--- config.mk ---
export PLATFORM = sky130hd
export DESIGN_NAME = bna_map_ram
export DESIGN_NICKNAME = d
export VERILOG_FILES = /design/src/hdl/bna_map_ram.sv
export SDC_FILE = /design/constraint.sdc
export NUM_CORES = 2
export LEC_CHECK = 0
export BUFFER_PORTS_ARGS = -buffer_cell sky130_fd_sc_hd__buf_2
export CAP_MARGIN = 20
export CORE_MARGIN = 2
export CORE_UTILIZATION = 35
export CTS_BUF_LIST = sky130_fd_sc_hd__clkbuf_4 sky130_fd_sc_hd__clkbuf_8 sky130_fd_sc_hd__clkbuf_16
export CTS_CLUSTER_SIZE = 40
export DETAILED_ROUTE_END_ITERATION = 8
export PLACE_DENSITY = 0.49
export SYNTH_ARGS = -nofsm -noshare
export SYNTH_HDL_FRONTEND = slang
export SYNTH_SLANG_ARGS = --single-unit
--- constraint.sdc ---
create_clock -name clk -period 8.3 [get_ports clk]
set_input_delay 0.83 -clock clk [delete_from_list [all_inputs] [get_ports clk]]
set_output_delay 0.83 -clock clk [all_outputs]
set_load 0.02 [all_outputs]
--- src/hdl/bna_map_ram.sv ---
// usage bitmap memory, one write port and one registered read port
module bna_map_ram #(
    parameter int WORDS = 64,
    parameter int BITS  = 64,
    parameter int AW    = 6
) (
    input  logic            clk,
    input  logic            wr_en,
    input  logic [AW-1:0]   wr_addr,
    input  logic [BITS-1:0] wr_data,
    input  logic            rd_en,
    input  logic [AW-1:0]   rd_addr,
    output logic [BITS-1:0] rd_data
);

    logic [BITS-1:0] mem [WORDS];

    always_ff @(posedge clk)
    begin
        if (wr_en)
        begin
            mem[wr_addr] <= wr_data;
        end
        if (rd_en)
        begin
            rd_data <= mem[rd_addr];
        end
    end

endmodule

# Word level (Yosys, flattened, before mapping)

Memory sizes are Yosys's and may differ from the RTL's. A register that Yosys moved wholly into a read port is not among the register bits.
Cells that the tools add are included.
W data, S select, Z words.

Mux-type cells: 2

Operators by type and width:

| cell    | number |
|---|---|
| $mux W1 | 2 |

Bits in registers: 0
Bits in writable memories: 4,096
Input port bits: 79
Output and inout bits: 64
Word-level logic and storage cells: 3
Memories: 1

Memory list:

| memory | words | bits a word | read ports | clocked after memory_dff | write ports | line | RTL |
|---|---|---|---|---|---|---|---|
| mem    | 64    | 64          | 1          | 1                        | 1           | 16   | `logic [BITS-1:0] mem [WORDS];` |

# Depth between registers and ports, before layout

Depth after elaboration: 2
Gate-level depth with buffers: 9
Depth with buffers taken out: 5

# Worst setup path after synthesis

OpenSTA, ideal clock, no wires.

Path type: input to register
Start point: input port wr_addr[3]
End point: memory mem[48][0], enable pin
Library setup time: 564 ps
Arrival: 5,702 ps
Path slack: 2,034 ps
Cell stages on the path: 4
Buffers on the path: 1
Cells stage by stage: clkbuf_1 > nor2b_1 > nand4b_1 > nor3_1

RTL lines:

| what        | line | RTL |
|---|---|---|
| from (decl) | 9    | `input logic [AW-1:0] wr_addr,` |
| to (decl)   | 16   |  |

No word-level cell before the write port.

==> metrics.md <==
| Metric | Value |
|---|---|
| TritonCTS Buffers | `437` |
| Core ar. | `0.446 mm^2` |
| Cell family with most CP delay | `buffers and inverters` |
| CP arrival | `4.17 ns` |
| Die span in y | `674 um` |
| Clk_lat worst skew | `1.01 ns` |
| Crit end category | `register` |
| # Post-CTS Setup Buffers | `0` |
| Initial antenna violation count | `45` |
| Final cell count without fillers | `13300` |
| Peak VDD IR | `206 uV` |
| Slew HR | `0.218` |
| Worst Path Buf+Inv | `3` |
| Commonest non-fill, non-tap cells in the layout | `4160 x edfxtp_1, 1024 x mux4_2, 440 x clkbuf_16` |
| WL/cell | `35.9 um` |
| Outcome | `complete, no violations` |
| First-pass GRT wire length | `656000 um` |
| Post-synthesis instance area | `0.157 mm^2` |
| Tmin final | `3.48 ns` |
| Antenna-violating nets left | `0` |
| Crit path cell chain | `buf_8 -> buf_12 -> buf_4 -> mux4_2 -> mux2i_1 -> o22ai_1 -> a41oi_1 -> a211oi_1` |
| # clock sinks | `4160` |
| First-pass detailed-route iteration total | `6` |
| Final setup vio count | `0` |
| Die ar. | `0.454 mm^2` |
| Type of the worst setup path | `input port to register` |
| Setup TNS | `0 ns` |
| Fin crit share | `0.419` |
| Row Count | `245` |
| Placed cell count | `12500` |
| Aggregate global-route resource usage | `0.209` |
| Critical-path maximum fanout | `104` |
| Vias in the first global route | `77200` |
| Synth Register Bits | `4160` |
| Vias | `75200` |
| Final hold vios | `0` |
| IO buf count | `142` |
| Synth Net Count | `6677` |
| Pleak | `55.7 nW` |
| Initial Util | `0.352` |
| CTS tree | `built` |
| Synth-to-Final Area Change | `14.9%` |
| Required time worst endpoint | `8.99 ns` |
| Mapped Avg Cell Area | `23.8 um^2` |
| Overflow after GRT | `0` |
| Post-Syn Instances | `6598` |
| DR DRC count | `0` |
| Dpl ws | `3.75 ns` |
| Power, Total | `0.0446 W` |
| WHS | `0.108 ns` |
| CTS root buffer | `clkbuf_16` |
| Nets@finish | `7108` |
| Drt first-iter violations | `8777` |
| Detailed Place HPWL | `248000 um` |
| Power per cell area | `247 mW/mm^2` |
| Crit start category | `input port` |
| Total Wirelength | `479000 um` |
| Gpl congestion | `0.749` |
| Slew @ Worst Pin | `1.17 ns` |
| Worst hold path type | `input port to register` |
| Commonest non-fill, non-tap cell in the layout | `edfxtp_1` |
| Resized Gates After CTS | `0` |
| Vias per cell | `5.64` |
| CP max-delay cell | `a211oi_1` |
| Yosys warnings | `0` |
| Clock transition at path regs | `0.06 ns` |
| Fmax achieved | `0.287 GHz` |
| Synth cell types | `32` |
| Setup WS post-layout | `4.82 ns` |
| Share of post-route cells with drive strength above 1 | `0.297` |
| # hold bufs at CTS | `0` |
| Post-synthesis sequential area ratio | `0.796` |
| Max-Cap Viols | `0` |
| Clk buf depth | `4` |
| Largest net degree at the start of global routing | `105` |
| H-tree Lvls | `5` |
| RSZ-0062 raised after global routing | `no` |
| Worst path max stage delay | `0.76 ns` |
| Post-Route Skew | `0.0553 ns` |
| Die W | `674 um` |
| Pins Over Slew Limit | `0` |
| Num ports | `143` |
-- through the flow --
stage	area, um^2	utilization
3_3_place_gp	166000	0.372
4_1_cts	180000	0.403
3_5_place_dp	166000	0.372
2_1_floorplan	157000	-
6_report	180000	0.405
5_1_grt	180000	0.405
-- power by group --
part	switching [W]	internal [W]	leakage, nW	total [W]
combinational	0.00131	0.000734	11.2	0.00204
clock	0.00826	0.0109	7.00	0.0191
sequential	0.0000867	0.0233	37.5	0.0234
total	0.00966	0.0349	55.7	0.0446
-- Yosys cell counts --
master     number  area share
a211oi_1       63      0.0030
a22o_1         88      0.0049
a22oi_1       168      0.0080
a2bb2oi_1      19      0.0011
a31o_1          1    0.000056
a31oi_1        18     0.00072
a41oi_1        26      0.0015
and2_1          3     0.00012
and3_1         64      0.0026
buf_1          20     0.00048
buf_2         170      0.0054
buf_4          34      0.0016
buf_6           6     0.00043
clkbuf_1      140      0.0033
edfxtp_1     4160        0.80
inv_1          19     0.00045
mux2i_1       135      0.0086
mux4_2       1024        0.15
nand2_1        58      0.0014
nand2b_1       11     0.00044
nand3_1        45      0.0014
nand3b_1        2    0.000096
nand4_1         2    0.000080
nand4b_1        1    0.000056
nor2_1        112      0.0027
nor2b_1        28      0.0011
nor3_1          2    0.000064
o221ai_1       38      0.0021
o22ai_1        83      0.0033
or2_2          28      0.0011
or3_1          29      0.0012
or3b_2          1    0.000056
-- sequential cells by signal, indices dropped and copies added (netlist names) --
| signal | count |
|---|---|
| mem | 4096 |
| rd_data | 64 |
-- kinds of logic (layout without fill, tap and decap cells) --
kind of cell           after synthesis  count (layout)  share of synthesized area
muxes                             1159            1159                      0.156
AOI/OAI and AO/OA                  504             504                     0.0247
buffers and inverters              389            1181                     0.0118
other                                0              13                          0
and+or+nand+nor                    386             386                     0.0123
DFF                               4160            4160                      0.796
-- worst paths after layout --
| check | end | slack [ns] | depth (start not counted) | from |
|---|---|---|---|---|
| setup / recovery | rd_data[4]$_DFFE_PP_ | 4.82 | 8 | rd_addr[2] |
| hold / removal | mem[22][39]$_DFFE_PP_ | 0.11 | 1 | wr_data[39] |
| setup reg to reg | rd_data[14]$_DFFE_PP_ | 6.04 | 5 | mem[8][14]$_DFFE_PP_ |
| hold reg to reg | rd_data[14]$_DFFE_PP_ | 0.91 | 4 | mem[42][14]$_DFFE_PP_ |
-- layout make-up --
cell class	instances	area [um^2]
Multi-Input combinational cell	2049	30800
Antenna cell	13	32.5
Clock buffer	543	11800
Sequential cell	4160	125000
Timing Repair Buffer	362	3280
Clock inverter	257	2160
Fill cell	39000	266000
Inverter	19	71.3
Tap cell	5928	7420
-- metal layers --
metal	wire length, um	global-route usage	vias up
li1	-	-	29500
met1	203000	0.291	42500
met2	240000	0.354	2590
met3	26100	0.0228	612
met4	10800	0.0470	2
met5	12	0	-
(Power assumes the default switching activity.)
