**src/hdl/bna_free_bit.sv**
```systemverilog
// lowest clear bit finder for one bitmap word
module bna_free_bit #(
    parameter int WORD_BITS = 64
) (
    input  logic [WORD_BITS-1:0]         data,
    output logic                         word_full,
    output logic [$clog2(WORD_BITS)-1:0] free_idx
);

    localparam int WB_W = $clog2(WORD_BITS);

    assign word_full = &data;

    always_comb
    begin
        free_idx = '0;
        for (int i = WORD_BITS - 1; i >= 0; i--)
        begin
            if (!data[i])
            begin
                free_idx = WB_W'(i);
            end
        end
    end

endmodule

```
**config.mk**
```make
export PLATFORM = sky130hd
export DESIGN_NAME = bna_free_bit
export DESIGN_NICKNAME = d
export VERILOG_FILES = /design/src/hdl/bna_free_bit.sv
export SDC_FILE = /design/constraint.sdc
export NUM_CORES = 1
export LEC_CHECK = 0
export BUFFER_PORTS_ARGS = -buffer_cell sky130_fd_sc_hd__buf_2
export CORE_MARGIN = 2
export CORE_UTILIZATION = 43
export DETAILED_ROUTE_END_ITERATION = 10
export PLACE_DENSITY = 0.91
export SYNTH_ARGS = -nofsm -noshare
export SYNTH_HDL_FRONTEND = slang
export SYNTH_SLANG_ARGS = --single-unit
export TNS_END_PERCENT = 100
```
**constraint.sdc**
```tcl
create_clock -name vclk -period 1.7
set_input_delay 0 -clock vclk [all_inputs]
set_output_delay 0 -clock vclk [all_outputs]
set_load 0.005 [all_outputs]
```
* Yosys cells after proc, flatten, opt, wreduce, memory -nomap -nowiden
Cells that the tools add are included.
** Storage, ports and cells
- Flip-flop bits (word level) :: 0
- Bits of input ports :: 64
- Output and inout port bits :: 7
- Word-level logic and storage cells :: 65
** Operators by class
- Multiplexer cells :: 64
- Reduce and logical (&&, ||, !) cells :: 1
** Operators by type and width (number)
- 6-bit two-way mux :: 64
- 64-bit AND reduction :: 1

* Depth between registers and ports, before layout
Gate-level depths: netlist (run 1).
- Word-level depth :: 64
- Gate-level depth with buffers :: 6
- Mapped depth without buffers :: 6

* Worst setup path before layout (run 1)
OpenSTA, ideal clock, no wires.
- Path kind :: input to output
- Start point :: input port data[48]
- End point :: output port free_idx[3]
- Arrival :: 1.108 ns
- Data required time :: 1.700 ns
- Slack :: 0.592 ns
- Stages on the path :: 6
- Path buffers :: 0
- Cell sequence :: nand4_1 or2_0 nor2_1 o21ai_1 a311o_1 a311oi_1
** On the way
- Word-level cells in the longest chain between the ends :: 49
** Ends and longest elaborated chain
- from (decl) :: RTL line 5 : input logic [WORD_BITS-1:0] data,
- 6-bit two-way mux (49 in series) :: RTL line 19 : if (!data[i])
- to (decl) :: RTL line 7 : output logic [$clog2(WORD_BITS)-1:0] free_idx
Every way passes these cells.

* Worst setup path after layout (run 1)
Same ends and word-level chain as after synthesis.

==> results of run 1 <==
==> stage by stage <==
step	hold WS [ps]	setup slack (ps)	std cells	util
5_1_grt	442	160	244	0.680
3_5_place_dp	411	307	244	0.680
6_report	409	314	244	0.680
2_1_floorplan	144	592	148	-
4_1_cts	411	304	244	0.680
3_3_place_gp	406	337	244	0.680
==> metal layers <==
layer | vias up | routed length [microns]
li1 | 714 | -
met1 | 592 | 1100
met2 | 61 | 1320
met3 | 4 | 227
met4 | 0 | 39
met5 | - | 0
==> cell families (layout without fill, tap and decap cells) <==
family | after synthesis | after routing | synth area share
AO/OA/AOI/OAI | 49 | 49 | 0.398
buffers and inverters | 11 | 82 | 0.0524
AND/OR/NAND/NOR | 88 | 88 | 0.549
==> cell type report <==
cell class,count,area share
Multi-Input combinational cell,137,0.636
Inverter,11,0.0351
Tap cell,25,0.0266
Timing Repair Buffer,71,0.302
==> synthesized netlist by cell type, drive strengths merged, types with 2 or more instances <==
| cell type | count |
|---|---|
| nand2 | 29 |
| nor2 | 17 |
| o21ai | 15 |
| nand4 | 14 |
| inv | 11 |
| a21oi | 9 |
| nand3 | 9 |
| nor3 | 6 |
| a211oi | 4 |
| a31oi | 4 |
| nand2b | 4 |
| a21o | 3 |
| and3 | 3 |
| a21boi | 2 |
| a311oi | 2 |
| nor2b | 2 |
| o2111ai | 2 |
| o31ai | 2 |
==> where the power goes <==
| part | internal, mW | switching (mW) |
|---|---|---|
| clock network | 0 | 0 |
| logic | 0.0932 | 0.110 |
| registers | 0 | 0 |
| total | 0.0932 | 0.110 |
==> worst max-delay path, cell delays in order <==
cell and delay [ps]:
buf_2 110, nand4_1 110, or2_0 250, nor2_1 110, o21ai_1 60, a311o_1 340, a311oi_1 250, buf_2 150
==> final timing paths <==
check / start / to / slack, ps / depth (start not counted)
hold / removal: data[4] / free_idx[3] / 410 / 4
setup / recovery: data[48] / free_idx[3] / 310 / 8
==> metrics.cfg, run 1 <==
[layout]
areaGrowthSynthToFinish_pct = 49.0
antenna_cells = 0
seqCellArea_sq_um = 0
clock_buffers = 0
layout.nets = 285
seq_cells = 0
layout_commonest_cell = buf_2
final_cell_mix = buf_2 (71), nand2_1 (29), nor2_1 (17)
finish.instance_area_sq_mm = 0.00117
fillers = 190
multi_input_area_sq_um = 747
drive_gt1_frac = 0.333

[power_and_ir_drop]
powerDensity_mw_per_mm2 = 173
fin_total_pwr_mw = 0.204
ir_drop_v = 0.000117
leakage_nw = 0.585

[die]
die_w_microns = 46.8
core_sq_mm = 0.00173
rows = 15
ios = 71
die_h_microns = 46.8
die_area_sq_mm = 0.00219
start_util = 0.457

[place]
gp_congestion = 0.810
io_buffers = 71
detailed_place_hpwl_mm = 2.40
placed_cell_area_sq_mm = 0.00117

[timing]
setup_tns_ps = 0
fin_crit_ps = 1390
grt_setup_unrepaired = false
hold_viol = 0
tightest_slew_ps = 342
timing.final.crit_share = 0.815
maxSlewHeadroom = 0.766
final_max_slew_viol_count = 0
setup_violations = 0
timing.fmax_mhz = 721

[grt]
grt_use_met3 = 0.0269
grt_start_max_net_pins = 6
grt_use_met2 = 0.488
grt_pass1_vias = 1178
busiest_layer = met2
grt_pass1_wl_mm = 4.11
grtUsageMet1 = 0.259
antenna_found_initial = 0
overflow = 0
track_usage = 0.242

[setup_path]
end_kind = output port
arrival_ps = 1390
crit_fanout = 4
required_ps = 1700
path_class = input port to output port
start_kind = input port

[job]
maxCapViolations = 0

[drt]
viasPerCell = 5.62
avgRoutedWirePerCell_microns = 11.0
drt_iter0_drc = 18
dr.pass1.iters = 4
drt-total-wl_mm = 2.68
final_antenna_net_count = 0
num_vias = 1371
drc = 0

[clock_tree]
postCtsSetupBuffers = 0
cts_hold_buffers = 0
ctsResizeCount = 0

[synthesis]
synthesis.nets = 212
synth.top_cell.area_share = 0.138
syn_area_sq_um = 788
synth_cell_types = 30
ys_seq_area_frac = 0
ys_warn_count = 0
netlist_instances = 148
yosysTopAreaCell = nand2_1
yosys-top-cells-area = nand2_1 (14%), nand4_1 (11%), nor2_1 (8.1%)
avgSynthCellArea_sq_um = 5.33

[run_status]
status = finished clean

[min_path]
hold_class = input port to output port

Power figures use the tool's default switching activity.
==> run 2: changes to the inputs <==
--- a/config.mk
+++ b/config.mk
@@ -7,9 +7,9 @@
 export LEC_CHECK = 0
 export BUFFER_PORTS_ARGS = -buffer_cell sky130_fd_sc_hd__buf_2
 export CORE_MARGIN = 2
-export CORE_UTILIZATION = 43
+export CORE_UTILIZATION = 40
 export DETAILED_ROUTE_END_ITERATION = 10
-export PLACE_DENSITY = 0.91
+export PLACE_DENSITY = 0.85
 export SYNTH_ARGS = -nofsm -noshare
 export SYNTH_HDL_FRONTEND = slang
 export SYNTH_SLANG_ARGS = --single-unit
==> constraint.sdc (replaced) <==
create_clock -name vclk -period 1.35
set_input_delay 0 -clock vclk [all_inputs]
set_output_delay 0 -clock vclk [all_outputs]
set_load 0.005 [all_outputs]
==> run 2 against run 1 <==
  * Sequential cell count stayed put
  * Sequential share of layout area stayed put
  * Wire length is 1.3% lower
  * Cell count is 6.1% higher
  * Largest cell class unchanged
==> metrics.cfg, run 2 (synthesis gave the netlist of run 1 again) <==
[place]
detailed_place_hpwl_mm = 2.38
dpl_worst_slack_ps = -50.9
gp_congestion = 0.864
io_buffers = 71

[timing]
fin_hold_ws_ps = 425
fin_crit_ps = 1260
tightest_slew_ps = 352
final_max_slew_viol_count = 0
setup_violations = 0
timing.fmax_mhz = 796
timing.final.crit_share = 0.931
maxSlewHeadroom = 0.760
hold_viol = 0
grt_setup_unrepaired = false
layout_setup_ws_ps = 93.3

[die]
start_util = 0.414
die_h_microns = 48.4
ios = 71
core_sq_mm = 0.00190
rows = 16
die_area_sq_mm = 0.00234
die_w_microns = 48.4

[grt]
grt_start_max_net_pins = 6
track_usage = 0.230
antenna_found_initial = 0
grt_pass1_wl_mm = 4.66
overflow = 0
grt_pass1_vias = 1230

[job]
maxCapViolations = 0

[layout]
areaGrowthSynthToFinish_pct = 62.5
fin_util = 0.674
layout_commonest_cell = buf_2
final_cell_mix = buf_2 (71), nand2_1 (29), nor2_1 (17)
clock_buffers = 0
seq_cells = 0
antenna_cells = 0
drive_gt1_frac = 0.375
seqCellArea_sq_um = 0
layout.nets = 298

[power_and_ir_drop]
p_sw_mw = 0.142
ir_drop_v = 0.000128
powerDensity_mw_per_mm2 = 220
fin_total_pwr_mw = 0.282
seqPwrFrac = 0
power_frac_clock = 0
leakage_nw = 0.649
switching_share = 0.505
p_int_mw = 0.140
power_frac_comb = 1.000

[min_path]
hold_class = input port to output port

[drt]
num_vias = 1394
viasPerCell = 5.38
final_antenna_net_count = 0
dr.pass1.iters = 5
drt-total-wl_mm = 2.65
avgRoutedWirePerCell_microns = 10.2
drt_iter0_drc = 23
drc = 0

[setup_path]
crit_fanout = 3
arrival_ps = 1260
end_kind = output port
path_class = input port to output port
start_kind = input port
required_ps = 1350

[run_status]
status = finished clean

[clock_tree]
cts_hold_buffers = 0

run 2: cell count changes in the layout (fill, tap and decap cells not counted), sizes merged:
cell,before,now
buf,71,84
run 2: area by class of cell:
cell class                      count  area (sq um)
Fill cell                         195           621
Multi-Input combinational cell    137           753
Tap cell                           27          33.8
Timing Repair Buffer               84           453
Inverter                           11          41.3
run 2: worst max-delay path, stage by stage:
cell and delay, ps:
buf_2 110, nor2b_1 120, o221ai_1 190, a211oi_1 130
a211oi_1 300, o21ai_1 120, a21o_1 160, buf_2 120
run 2: per-layer routing:
metal,GRT usage,vias to the layer above,part of all wire
met3,0.00926,0,0.060
met1,0.260,613,0.42
li1,-,731,-
met5,0,-,0
met2,0.493,50,0.52
met4,0,0,0
run 2: final timing paths:
check,startpoint,end,slack [ps],cells after the start
setup / recovery,data[62],free_idx[0],90,8
hold / removal,data[4],free_idx[3],430,4
run 2: per-stage QoR:
step           instance area [sq um]  std cells  setup TNS [ps]
6_report                        1280        259               0
5_1_grt                         1280        259               0
4_1_cts                         1270        259               0
3_5_place_dp                    1270        258           -50.9
3_3_place_gp                    1270        258               0
2_1_floorplan                    788        148               0
run 2: what timing repair did:
item / 4_1_cts / 5_1_grt
pin swaps: 5 / 0
setup buffers: 1 / 0
setup endpoints to repair: 1 / 1
resized for setup: 0 / 1
cloned: 0 / 0
run 2: power by group through the flow:
| stage | sequential, mW | clock (mW) | combinational, mW |
|---|---|---|---|
| 2_1_floorplan | 0 | 0 | 0.0942 |
| 3_3_place_gp | 0 | 0 | 0.274 |
| 3_5_place_dp | 0 | 0 | 0.278 |
| 4_1_cts | 0 | 0 | 0.280 |
| 5_1_grt | 0 | 0 | 0.319 |
| 6_report | 0 | 0 | 0.282 |
==> run 3: changes to the inputs <==
--- a/config.mk
+++ b/config.mk
@@ -9,7 +9,8 @@
 export CORE_MARGIN = 2
 export CORE_UTILIZATION = 40
 export DETAILED_ROUTE_END_ITERATION = 10
-export PLACE_DENSITY = 0.85
+export MAX_ROUTING_LAYER = met4
+export PLACE_DENSITY = 0.83
 export SYNTH_ARGS = -nofsm -noshare
 export SYNTH_HDL_FRONTEND = slang
 export SYNTH_SLANG_ARGS = --single-unit
==> run 3 against run 2 <==
  * Sequential cell count unchanged
  * Worst setup slack better by 3.8 ps
  * Clock-buffer cell count stayed put
  * Non-clock buffer count fell by 1
  * Cell area shrank 0.20%
  * Die area stayed put
  * Wire length is 0.30% higher
  * Sequential share of layout area did not move
  * Core utilization down 0.13 points
  * Hold slack better by 10 ps
  * Global-route usage is 0.98 points higher
  * Critical endpoint is now free_idx[3]
  * Largest cell class unchanged
==> metrics.cfg, run 3 (synthesis gave the netlist of run 1 again) <==
[power_and_ir_drop]
power_frac_comb = 1.000
p_sw_mw = 0.143
ir_drop_v = 0.000147
switching_share = 0.506
seqPwrFrac = 0
leakage_nw = 0.646
powerDensity_mw_per_mm2 = 221
power_frac_clock = 0
fin_total_pwr_mw = 0.282
p_int_mw = 0.139

[job]
maxCapViolations = 0

[run_status]
status = finished clean

[grt]
grt_pass1_wl_mm = 4.82
grt_pass1_vias = 1294
grtUsageMet1 = 0.266
busiest_layer = met2
grt_use_met3 = 0.0154
grt_start_max_net_pins = 6
antenna_found_initial = 0
grt_use_met2 = 0.491
overflow = 0
track_usage = 0.240

[die]
die_area_sq_mm = 0.00234
die_h_microns = 48.4
ios = 71
core_sq_mm = 0.00190
die_w_microns = 48.4
start_util = 0.414
rows = 16

[clock_tree]
postCtsSetupBuffers = 0
cts_hold_buffers = 0

[timing]
timing.fmax_mhz = 798
setup_tns_ps = 0
fin_hold_ws_ps = 435
hold_viol = 0
final_max_slew_viol_count = 0
tightest_slew_ps = 368
setup_violations = 0
timing.final.crit_share = 0.928
layout_setup_ws_ps = 97.1
fin_crit_ps = 1250
maxSlewHeadroom = 0.748

[layout]
areaGrowthSynthToFinish_pct = 62.2
layout.nets = 297
seq_cells = 0
finish.instance_area_sq_mm = 0.00128
clock_buffers = 0
seqCellArea_sq_um = 0
layout_commonest_cell = buf_2
fin_util = 0.672
antenna_cells = 0
layout.cells.non_filler = 258
drive_gt1_frac = 0.377
final_cell_mix = buf_2 (71), nand2_1 (29), nor2_1 (17)

[setup_path]
cpPeakStageDelay_ps = 290
crit_chain = buf_2 > nand4_1 > or2_0 > nor2_1 > o21ai_1 > a311o_1 > a311oi_2 > buf_2
crit_top_cell = buf_2
end_kind = output port
arrival_ps = 1250
required_ps = 1350
slowest_stage = a311o_1
path_class = input port to output port
start_kind = input port
crit_fanout = 2

[min_path]
holdPathEnd = free_idx[3]
hold_class = input port to output port
hold_start = data[4]
min_path_cells = 4

[drt]
avgRoutedWirePerCell_microns = 10.3
dr.pass1.iters = 4
drc = 0
drt-total-wl_mm = 2.66
num_vias = 1393
drt_iter0_drc = 20
final_antenna_net_count = 0
viasPerCell = 5.40

[place]
dp.cells = 258
detailed_place_hpwl_mm = 2.39
placed_cell_area_sq_mm = 0.00127
dpl_worst_slack_ps = -31.4
io_buffers = 71
gp_congestion = 0.872

-- run 3: cell count changes in the layout (fill, tap and decap cells not counted) --
cell and change:
a211oi_2 +1, buf_4 -1, a211oi_1 -1, a21boi_1 +1, a21boi_0 -1
-- run 3: critical path: cells and delay by family --
family	cells	cell delay [ps]
AOI/OAI and AO/OA	3	560
buffers and inverters	2	250
and+or+nand+nor	3	440
-- run 3: layout make-up --
class                           instances  area, sq um
Inverter                               11         41.3
Multi-Input combinational cell        137          758
Fill cell                             189          623
Tap cell                               27         33.8
Timing Repair Buffer                   83          445
-- run 3: power by group through the flow --
stage,logic [mW],clock network [mW],registers (mW)
6_report,0.282,0,0
5_1_grt,0.321,0,0
4_1_cts,0.280,0,0
3_5_place_dp,0.279,0,0
3_3_place_gp,0.274,0,0
2_1_floorplan,0.0942,0,0
-- run 3: routing by layer --
| metal | vias to the layer above | wire length [microns] |
|---|---|---|
| met3 | 0 | 178 |
| met1 | 609 | 1090 |
| met5 | - | 0 |
| met4 | 0 | 0 |
| met2 | 52 | 1380 |
| li1 | 732 | - |
-- run 3: how the worst max path moves through the flow --
stage,startpoint,endpoint,cells past startpoint
6_report,data[52],free_idx[3],8
3_5_place_dp,data[48],free_idx[3],8
4_1_cts,data[48],free_idx[3],8
2_1_floorplan,data[48],free_idx[3],6
3_3_place_gp,data[48],free_idx[3],8
5_1_grt,data[52],free_idx[3],8
-- run 3: repair_timing --
| action | CTS | global route |
|---|---|---|
| pin swaps | 1 | 4 |
| gates resized for setup | 0 | 3 |
| endpoints found under the setup margin | 1 | 2 |
