`src/hdl/bna_pkg.sv`:
```
// types and constants shared by the bitmap number allocator
package bna_pkg;

    localparam int NUM_W = 12;
    localparam int CNT_W = 13;
    localparam int CFG_W = 7;

    localparam logic [CNT_W-1:0] CNT_MAX   = 13'd8191;
    localparam logic [CFG_W-1:0] CFG_RESET = 7'd64;

    localparam logic [1:0] ACT_ALLOC   = 2'd0;
    localparam logic [1:0] ACT_RELEASE = 2'd1;
    localparam logic [1:0] ACT_TEST    = 2'd2;
    localparam logic [1:0] ACT_NOP     = 2'd3;

    localparam logic [1:0] ST_OK    = 2'd0;
    localparam logic [1:0] ST_FULL  = 2'd1;
    localparam logic [1:0] ST_RANGE = 2'd2;

    typedef struct packed {
        logic [1:0]       action;
        logic [NUM_W-1:0] number;
    } in_item_t;

    typedef struct packed {
        logic [NUM_W-1:0] granted_number;
        logic             is_used;
        logic [1:0]       status;
        logic [CNT_W-1:0] in_use_count;
    } out_item_t;

endpackage

```
`src/hdl/bna_num_split.sv`:
```
// splits a number into word index and bit position by reciprocal multiply
module bna_num_split #(
    parameter int WORD_BITS = 64
) (
    input  logic                        clk,
    input  logic                        load,
    input  logic [bna_pkg::NUM_W-1:0]   number,
    output logic [bna_pkg::NUM_W-1:0]   num,
    output logic [bna_pkg::NUM_W-1:0]   word,
    output logic [$clog2(WORD_BITS)-1:0] bit_pos
);

    localparam int NW    = bna_pkg::NUM_W;
    localparam int WB_W  = $clog2(WORD_BITS);
    localparam int SH    = 20;
    localparam int RECIP = (1 << SH) / WORD_BITS;
    localparam int PW    = NW + SH - 2;

    logic [PW-1:0] prod;
    logic [NW-1:0] num_reg;
    logic [NW-1:0] q_reg;
    logic [NW-1:0] q_times;
    logic [NW-1:0] rem;

    assign prod = PW'(number) * PW'(RECIP);

    always_ff @(posedge clk)
    begin
        if (load)
        begin
            num_reg <= number;
            q_reg   <= NW'(prod >> SH);
        end
    end

    // estimate may be one low, one correction step
    assign q_times = NW'(q_reg * NW'(WORD_BITS));
    assign rem     = num_reg - q_times;
    assign num     = num_reg;

    always_comb
    begin
        if (rem >= NW'(WORD_BITS))
        begin
            word    = q_reg + NW'(1);
            bit_pos = WB_W'(rem - NW'(WORD_BITS));
        end
        else
        begin
            word    = q_reg;
            bit_pos = WB_W'(rem);
        end
    end

endmodule

```
`config.mk`:
```
export PLATFORM = sky130hd
export DESIGN_NAME = bna_num_split
export DESIGN_NICKNAME = d
export VERILOG_FILES = /design/src/hdl/bna_pkg.sv /design/src/hdl/bna_num_split.sv
export SDC_FILE = /design/constraint.sdc
export NUM_CORES = 1
export LEC_CHECK = 0
export ABC_CLOCK_PERIOD_IN_PS = 800
export BUFFER_PORTS_ARGS = -buffer_cell sky130_fd_sc_hd__buf_2
export CORE_UTILIZATION = 32
export CTS_CLUSTER_DIAMETER = 80
export DETAILED_ROUTE_END_ITERATION = 12
export HOLD_SLACK_MARGIN = 0.15
export PLACE_DENSITY = 0.74
export SYNTH_ARGS = -nofsm -noshare
export SYNTH_HDL_FRONTEND = slang
export SYNTH_SLANG_ARGS = --single-unit
export TNS_END_PERCENT = 20
```
`constraint.sdc`:
```
create_clock -name clk -period 0.8 [get_ports clk]
set_input_delay 0.16 -clock clk [delete_from_list [all_inputs] [get_ports clk]]
set_output_delay 0.16 -clock clk [all_outputs]
set_load 0.05 [all_outputs]
```
After elaboration in Yosys (flattened, before gate mapping)
Index checks and enable logic that the tools add are counted.
{"block": "word_totals", "register_bits": 18, "in_bits": 14, "output_inout_bits": 30, "elab_cells": 8}
{"block": "classes", "addsub": 3, "n_lt_le_gt_ge": 1, "n_mux": 2}
{"op": "$ge 12x7->1 const B", "count": 1}
{"op": "$sub 12x12->12", "count": 1}
{"op": "$add 6x1->7 const B", "count": 1}
{"op": "$mux 7", "count": 1}
{"op": "$mux 6", "count": 1}
{"op": "$sub 6x1->6 const B", "count": 1}

Logic depth before layout (Yosys ltp)
Gate-level depths: netlist (run 1).
{"block": "logic_depth", "depth_word": 3, "depth_mapped": 1, "depth_no_buf": 0}

Worst setup path before layout (run 1)
No wires, ideal clock.
{"block": "synth_timing", "path_type": "flip-flop to output port", "from": "register num_reg[0], in the netlist num[0]", "to": "output num[0] in the netlist's numbering", "arrival_time_ns": 0.904, "t_required_ns": 0.640, "setup_slack_ns": -0.264, "path_stages_with_launch": 2, "path_buffers": 1, "cell_sequence": "edfxtp_1 -> buf_4"}
{"element": "start, declared", "line_no": "bna_num_split.sv:20", "rtl": "logic [NW-1:0] num_reg;"}
{"element": "start signal, assigned", "line_no": "bna_num_split.sv:31", "rtl": "num_reg <= number;"}
{"element": "end, declared", "line_no": "bna_num_split.sv:8", "rtl": "output logic [bna_pkg::NUM_W-1:0] num,"}
No word-level cell between the ends.

Worst setup path after layout (run 1)
{"block": "layout_timing", "from": "register num_reg[8], in the netlist num[8]", "to": "output num[8] in the netlist's numbering"}
No word-level cell between the ends.

==> summary by stage, run 1 <==
Hold path
The path class of the lowest-slack min-delay path is in -> reg. The cell depth of the worst min-delay path is 2.

Synth
The post-synthesis area per instance is 16.1 µm². The top cell type by total area after synthesis is edfxtp_1. The synthesized instance count is 31. Summed over its instances, the top area cell type makes up between 70% and 80% of the synthesized netlist area. In the synthesized netlist, the cells that appear most often are 18 x buf_4, 12 x edfxtp_1, 1 x conb_1. The post-synthesis cell type count is 3. The cell with the most instances after synthesis is buf_4. Among all flip-flop cells after synthesis, the most frequent one is edfxtp_1. The synthesized netlist occupies a cell area of 499 µm².

In this run, synthesis inferred 12 flip-flops with an integrated enable. After synthesis, flip-flops and latches occupy 72.2% of the total area. For this run, the number of Yosys warnings is 0. The synthesized design contains 12 register bits. Sorting the synthesized cells by area gives the leading types as edfxtp_1 72%, buf_4 27%, conb_1 0.75%. The share of synthesized registers carrying an async set or reset is 0%.

Global route
The pin count of the biggest net entering global routing is 13. The initial antenna violation count is 0. The first global-routing pass estimated roughly 1400 µm of wire. Summed over all layers, the global routing overflow is 0.

The total global routing track utilization is 10.4%. The number of global-route vias before repair is 341.

Power and ir drop
The peak supply drop is 0.000965 V. For this design the static power due to leakage is ~0.39 nW. The power after layout is 0.00177 W. The total power divided by cell area is 2160 nW/µm².

Clocking
The CTS sink count is 12. CTS built an H-tree with a depth of 1. The total setup buffers inserted after CTS is 0. The clock-pin slew on the worst setup and hold paths is roughly 0.07 ns. The maximum count of clock buffers along a single path is 2.

The clock buffer count from CTS is 3. The cell chosen for the clock root is clkbuf_4. The clock tree from TritonCTS is yes.

Floorplan
The total area inside the core boundary comes to 1380 µm². The chip height is between 40 and 50 µm. The top-level I/O count is 44. The x dimension of the die is 41.5 µm. The area enclosed by the die boundary is 1720 µm². Once the floorplan was initialized, standard cells occupied a little over a third of the core. The floorplan row count is 13.

STA
The highest attainable clock frequency is 974 MHz. The number of failing hold endpoints at the final stage is 0. Across all setup checks in the final design, the least slack found is -0.227 ns. Hold is met by around 0.26 ns. The part of the cycle the worst path needs is 128%. The count of pins over their slew limit came to 0. Setup repair after global routing could not meet its margin everywhere. The setup-violating endpoint count in the final report is 25. Counting I/O delays and the setup requirement, the final critical path takes 1.03 ns.

Final layout
The area added between synthesis and finish is 63.7%. The flip-flop count of the largest register, all copies and words added is 12. The area used by multi-input combinational logic is 22.5 µm². The proportion of layout cells with a drive suffix above 1 is between 50 and 60%. The antenna diode count is 0. The non-filler instance count after layout is 85.

The final layout contains 86 nets. Across the whole layout, storage elements account for 360 µm². Fill cells in the final layout number 113.

Worst setup path
On the critical path the largest part of the delay comes from flip-flops. Together, buffers and inverters on the worst path number 1. The highest net fanout along the worst path is 2. Traced cell by cell, the critical path runs through buf_6. The worst setup path is captured at a primary output. The data required time at the worst endpoint is 0.64 ns. The worst setup path is launched from a register.

In this run the number of cells on the critical path is 1. STA puts the critical path data arrival time at 0.87 ns. The largest individual stage delay along the critical path comes from the cell edfxtp_1.

For this run, the slowest stage of the critical path takes between 0.4 and 0.5 ns. The start-to-end type of the worst setup path is reg -> out.

Route
The number of iterations in the first detailed-routing pass is 4. The number of nets with antenna violations after detailed routing is 0. After detailed routing, the number of remaining DRC violations is 0. The average wire per standard cell is 10.1 µm. Summing over every cut layer, the via total after detailed routing is 339.

The aggregate routed wire length is 856 µm. The mean number of vias per cell is 3.99. After the first detailed-routing iteration, the DRC count stood at 4.

Flow run
The tool flagged a number of max-cap violations equal to 0.

Placed design
The congestion estimate from routability-driven global placement came to 0.602. The count of input and output buffers is 37. Including well taps, the total number of placed cells is 70.

Run status
The flow ran to the end, but the final reports show violations. The final reports fail on setup timing.
## worst paths after layout
path                to  slack (ns)        startpoint
max             num[8]       -0.23  num[8]$_DFFE_PP_
min   num[7]$_DFFE_PP_        0.26         number[7]
## layout make-up
type	instances	share of cell area, %
well taps	15	2.30
multi-input cells	6	2.76
flip-flops and latches	12	44.1
repair buffers	49	48.1
clock buffers	3	2.76
## cell usage in the layout, fill, tap and decap left out
cell,count
buf_2,13
buf_4,18
conb_1,6
edfxtp_1,12
dlymetal6s4s_1,2
clkbuf_4,3
buf_6,6
dlygate4sd3_1,10
## cells by family (layout without fill, tap and decap cells)
group	after synthesis	in the layout	share of synthesized area, %
buffers and inverters	18	52	27.1
flip-flops	12	12	72.2
other	1	6	0.751
## layer usage
metal	track usage, %	vias up	routed length (µm)	share of wire, %
met5	0	-	0	0
met4	1.94	0	0	0
met3	4.35	0	82	9.6
met2	20.3	29	456	53
met1	9.83	151	317	37
li1	-	159	-	-
## power breakdown
| group | internal, W | total [W] | switching, W |
|---|---|---|---|
| Combinational | 0.000194 | 0.000652 | 0.000458 |
| Clock | 0.000173 | 0.000337 | 0.000164 |
| Sequential | 0.000749 | 0.000778 | 0.0000289 |
## through the flow
step	setup TNS (ns)	setup slack, ns	cell area, µm²	utilization (%)
after global routing	-5.95	-0.269	817	59.1
after CTS	-5.24	-0.236	797	57.6
final	-5.02	-0.227	817	59.1
after detailed placement	0	0.0429	587	42.4
after floorplan	-2.65	-0.220	563	-
after global placement	0	0.0617	587	42.4
## timing repair
action                                 CTS  global route
endpoints found under the hold margin   12             0
hold buffers                            12             0
pin swaps                                0             0
gates resized for setup                 26             6
setup endpoints to repair               24            26
(Power assumes the default switching activity.)
==> inputs of run 2 (changes only) <==
Settings changed: CTS_BUF_LIST from default to sky130_fd_sc_hd__clkbuf_4 sky130_fd_sc_hd__clkbuf_8 sky130_fd_sc_hd__clkbuf_16, SKIP_LAST_GASP from default to 1.
==> run 2 against run 1 <==
The run still ends with setup timing left. Clock power barely moved. Hold slack gained 0.022 ns. Die area did not move. Cell count did not move. Critical endpoint unchanged. Largest cell class is now registers. Largest power group unchanged.
==> summary by stage, run 2 (synthesis results as in run 1) <==
Run status
The flow ran to the end, but the final reports show violations. The checks that failed: setup timing.

Final layout
Compared with the post-synthesis result, the final layout area differs by 52.6%. Of the cells placed in the final design, the portion with a size suffix greater than 1 is 57.1%. The top cell types in the final layout, fill and taps aside, are 27 x buf_2, 12 x dlygate4sd3_1, 12 x edfxtp_1. The library cell used most frequently in the layout, excluding fill and tap cells, is buf_2. The final core area utilization is 55.1%. For this run, the post-layout net count is 86.

The repair_antennas step left the layout with diodes totalling 0. After routing the design area is 762 µm². The register with the most flip-flops in the layout has 12 of them.

The total of fill cells in the finished design is 121.

STA
The part of the cycle the worst path needs is 128%. The setup-violating endpoint count in the final report is 25. The slack of the critical path is -0.227 ns. For the final routed database, the setup TNS stands at -5.11 ns. Setup repair after global routing could not meet its margin everywhere. Hold timing on the final database bottoms out at a slack of 0.287 ns.

The shortest clock period the worst path allows after layout is between 1 and 1.5 ns. The number of failing hold endpoints at the final stage was 0. The count of pins over their slew limit came to 0. The highest attainable clock frequency is between 900 and 1000 MHz.

Global route
The total global routing track utilization is 10.2%. The number of global-route vias before repair was 340. The first global-routing pass estimated approximately 1300 µm of wire.

The initial antenna violation count is 0. The global routing usage on met3 is 4.35%. The global-route met2 utilization is 19.7%. Entering global routing, the biggest net connects 13 pins. The layer flagged by global routing as most heavily used is met2. After global routing the overflow that remains totals 0. The met1 layer usage reported by global route is 9.83%.

Flow run
The max-cap check violation count is 0.

Power and ir drop
The total power divided by cell area is around 2300 nW/µm². Overall power consumption after layout is estimated at 0.00172 W. Summed over all cells, the static leakage comes to roughly 0.36 nW. The peak supply drop is a little under 0.001 V.

Clocking
The maximum count of clock buffers along a single path is 2. The count of H-tree levels built during CTS is 1. In this run the clock root is driven by a clkbuf_4. In this run, CTS created clock tree buffers numbering 3. The total setup buffers inserted after CTS is 0. The clock-pin slew on the worst setup and hold paths is about 0.07 ns.

Clock tree synthesis found a total of 12 sinks. TritonCTS built the clock tree.

Worst setup path
The sort of element at the start of the critical path is a register. The arrival time of data at the critical path endpoint is roughly 0.87 ns. The worst path buffer plus inverter count is 1.

The critical path endpoint category is a primary output. Of all nets on the critical path, the largest fanout is 2. Among all stages on the critical path, the largest delay is contributed by edfxtp_1. The family of cells with the greatest summed delay on the critical path is flip-flops. By startpoint and endpoint, the worst setup path is classified as reg -> out. Traced cell by cell, the critical path runs through buf_6. On the worst path, the slowest cell contributes a delay of around 0.43 ns. The data required time at the worst endpoint is 0.64 ns.

Floorplan
The core area is ~1400 µm². The top-level I/O count is 44. In this run the horizontal extent of the chip is between 40 and 50 µm. For this configuration, the core starts out at a cell density of 36.1%.

Measured along the y axis, the die boundary spans 41.5 µm. After floorplanning, the core was divided into 13 placement rows. The die covers ~1700 µm².

Route
The final route contains 337 vias. The first detailed-routing pass took 4 iterations. The average wire per standard cell is 9.86 µm. Using the TritonRoute via totals, the vias-per-cell ratio works out to 3.96.

The number of nets with antenna violations after detailed routing is 0. After detailed routing, the number of remaining DRC violations is 0. The final layout contains routed wiring with a total length of 838 µm. The number of violations reported at the end of detailed-routing iteration 0 is 4.

Placed design
Routability-driven placement finished with a final weighted congestion of 0.602. Buffers placed on the I/O ports in this run total 37. Once placement finished, the instance area stood at roughly 600 µm².

Hold path
The tightest min-delay check is of the in -> reg type.
run 2: cell types whose count changed in the layout (fill, tap and decap cells not counted), sizes merged:
cell	delta
dlygate4sd3	+2
dlymetal6s4s	-2
run 2: layout make-up:
| cell class | count | area [µm²] | share of cell area [%] |
|---|---|---|---|
| clock buffers | 3 | 22.5 | 2.96 |
| multi-input cells | 6 | 22.5 | 2.96 |
| flip-flops and latches | 12 | 360 | 47.3 |
| well taps | 15 | 18.8 | 2.46 |
| repair buffers | 49 | 338 | 44.3 |
run 2: final timing paths:
check / startpoint / endpoint / slack (ns) / cells past startpoint
max: num[8]$_DFFE_PP_ / num[8] / -0.23 / 1
min: load / num[6]$_DFFE_PP_ / 0.29 / 1
run 2: metrics by stage:
step | setup WS, ns | std cells
global placement | 0.0617 | 70
detailed placement | 0.0429 | 70
CTS | -0.236 | 85
global route | -0.269 | 85
floorplan | -0.220 | 36
finish | -0.227 | 85
run 2: report_power, final:
part	total, W	switching, W	internal, W	leakage [nW]
Combinational	0.000608	0.000457	0.000150	0.226
Sequential	0.000771	0.0000230	0.000748	0.117
Clock	0.000337	0.000164	0.000173	0.0138
Total	0.00172	0.000645	0.00107	0.358
run 2: timing repair:
action | 4_1_cts | 5_1_grt
cloned | 0 | 0
endpoints found under the hold margin | 12 | 0
resized for setup | 10 | 4
setup endpoints to repair | 24 | 26
hold buffers | 12 | 0
run 2: routing by layer:
metal,vias to the layer above,share of wire (%)
met5,-,0
met1,149,38
met4,0,0
li1,159,-
met2,29,52
met3,0,11
==> inputs of run 3 (changes only) <==
Settings changed: PLACE_DENSITY 0.74 to 0.81.
==> run 3 against run 2 <==
The flow still finishes with violations (setup timing). Global-route usage rose by 4.1 points. Worst setup slack got worse by 0.049 ns. Cell area rose by 1.5%. Critical endpoint is now word[2]. Highest routed layer unchanged.
==> summary by stage, run 3 (synthesis results as in run 1) <==
Run status
The run finished, with violations left. The checks that failed: setup timing.

Floorplan
The top-level I/O count is 44. The starting density of the core is between 30% and 40%. The area enclosed by the die boundary is 1720 µm².

The floorplan row count is 13. The floorplan step defined a core boundary enclosing between 1000 and 1500 µm². In this run the vertical extent of the chip is 41.5 µm. The x dimension of the die is 41.5 µm.

Global route
Global routing finished with a remaining overflow of 0. The total global routing track utilization is 14.3%. Entering global routing, the biggest net connects 13 pins. The first-pass GRT wire length is 1760 µm. The number of global-route vias before repair was roughly 370. The initial antenna violation count is 0.

Worst setup path
The signal on the critical path passes through buf_6. The highest net fanout along the worst path is 2. STA puts the critical path data required time at roughly 0.64 ns.

The slowest library cell on the worst path is edfxtp_1. By startpoint and endpoint, the worst setup path is classified as reg -> out. The worst setup path is launched from a register. The critical path endpoint category is a primary output.

The arrival time of data at the critical path endpoint is between 0.9 and 1 ns. The most critical setup path has its startpoint at num[8]$_DFFE_PP_. The worst path buffer plus inverter count is 1.

The family of cells with the greatest summed delay on the critical path is flip-flops. On the worst path, the slowest cell contributes a delay of 0.45 ns.

Final layout
Compared with the post-synthesis result, the final layout area differs by 54.9%. The flip-flop count of the largest register, all copies and words added is 12. For this run, the post-layout net count is 86. The antenna diode count is 0. Leaving out fill and tap cells, the most frequent cell in the layout is buf_2.

Of the cells placed in the final design, the portion with a size suffix greater than 1 is a little under three fifths. The non-filler instance count after layout is 86. Leaving out fill and tap cells, the most frequent cells in the layout are 27 x buf_2, 12 x dlygate4sd3_1, 12 x edfxtp_1.

Power and ir drop
The power after layout is 0.00178 W. In this run the static leakage power is approximately 0.36 nW. VDD sags by at most 0.00137 V. The total power divided by cell area is 2300 nW/µm².

Hold path
The launch instance of the worst min-delay path is load. In this run the worst hold path is classified as in -> reg. The path with the worst hold slack has its endpoint at num[6]$_DFFE_PP_. Counting instances, the worst hold path has a depth of 1.

Clocking
The clock net in this run drives a total of 12 sinks. TritonCTS built the clock tree. No sink is reached through more buffers than the 2 on the longest clock path. In this run the clock root is driven by a clkbuf_4. Clock-pin slew was measured on the worst setup and hold paths at ~0.07 ns. The count of H-tree levels built during CTS is 1. Post-CTS timing repair inserted 0 buffers for setup. The clock buffer count from CTS is 3.

Route
The total vias in the final route is ~350. The number of violations reported at the end of detailed-routing iteration 0 is 4. The first detailed-routing pass ran for 4 iterations.

Using the TritonRoute via totals, the vias-per-cell ratio works out to 4.09. The count of nets left with antenna violations once routing finished came out at 0. The final layout contains routed wiring with a total length of 1170 µm. For this run, design rule violations remaining after detail routing come to 0. The average wire per standard cell is 13.6 µm.

Placed design
The congestion estimate from routability-driven global placement came to 0.610. The count of input and output buffers is 37. After detailed placement, the design holds a cell count of 70.

STA
The count of pins over their slew limit is 0. The smallest clock period supported by the final layout is computed as around 1.1 ns. The final critical path takes up 134% of the cycle.

For this run, the top clock speed supported by timing is 930 MHz. In the post-route analysis, the smallest setup slack over all paths is -0.275 ns. Setup violations remaining at the end of the flow were counted as 26. Setup repair after global routing could not meet its margin everywhere.

The number of failing hold endpoints at the final stage came to 0.

Flow run
Max-cap violations in this run came to 0.
-- run 3: layout make-up --
| type | count | area, µm² |
|---|---|---|
| Fill cell | 106 | 609 |
| Sequential cell | 12 | 360 |
| Timing Repair Buffer | 49 | 345 |
| Multi-Input combinational cell | 6 | 22.5 |
| Clock buffer | 3 | 22.5 |
| Tap cell | 15 | 18.8 |
| Clock inverter | 1 | 3.75 |
-- run 3: worst max-delay path by stage --
stage / endpoint / slack, ns / depth (start not counted)
6_report: word[2] / -0.28 / 1
5_1_grt: word[2] / -0.30 / 1
4_1_cts: num[10] / -0.26 / 1
3_5_place_dp: num[10] / 0.03 / 1
3_3_place_gp: word[4] / 0.04 / 1
2_1_floorplan: num[0] / -0.22 / 1
-- run 3: per-stage QoR --
stage	util [%]	hold slack [ns]	TNS [ns]	area, µm²	worst slack, ns
after detailed placement	42.4	0.342	0	587	0.0317
final	55.9	0.272	-5.93	773	-0.275
after floorplan	-	0.259	-2.65	563	-0.220
after CTS	54.3	0.262	-6.07	751	-0.265
after global routing	55.9	0.272	-6.70	773	-0.297
after global placement	42.4	0.337	0	587	0.0422
-- run 3: metal layers --
layer,GRT usage [%],part of all wire (%),vias to the layer above
li1,-,-,162
met1,13.4,35,164
met2,27.2,57,26
met3,5.22,7.7,0
met4,5.81,0,0
met5,0,0,-
-- run 3: what timing repair did --
item,4_1_cts,5_1_grt
setup endpoints to repair,24,27
hold buffers,12,0
resized for setup,6,14
gates cloned,0,0
endpoints found under the hold margin,12,0
-- run 3: report_power, final --
part           leakage, nW  total (W)  switching [W]  internal [W]
registers            0.117   0.000778      0.0000297      0.000748
clock network       0.0154   0.000378       0.000197      0.000181
logic                0.229   0.000623       0.000468      0.000155
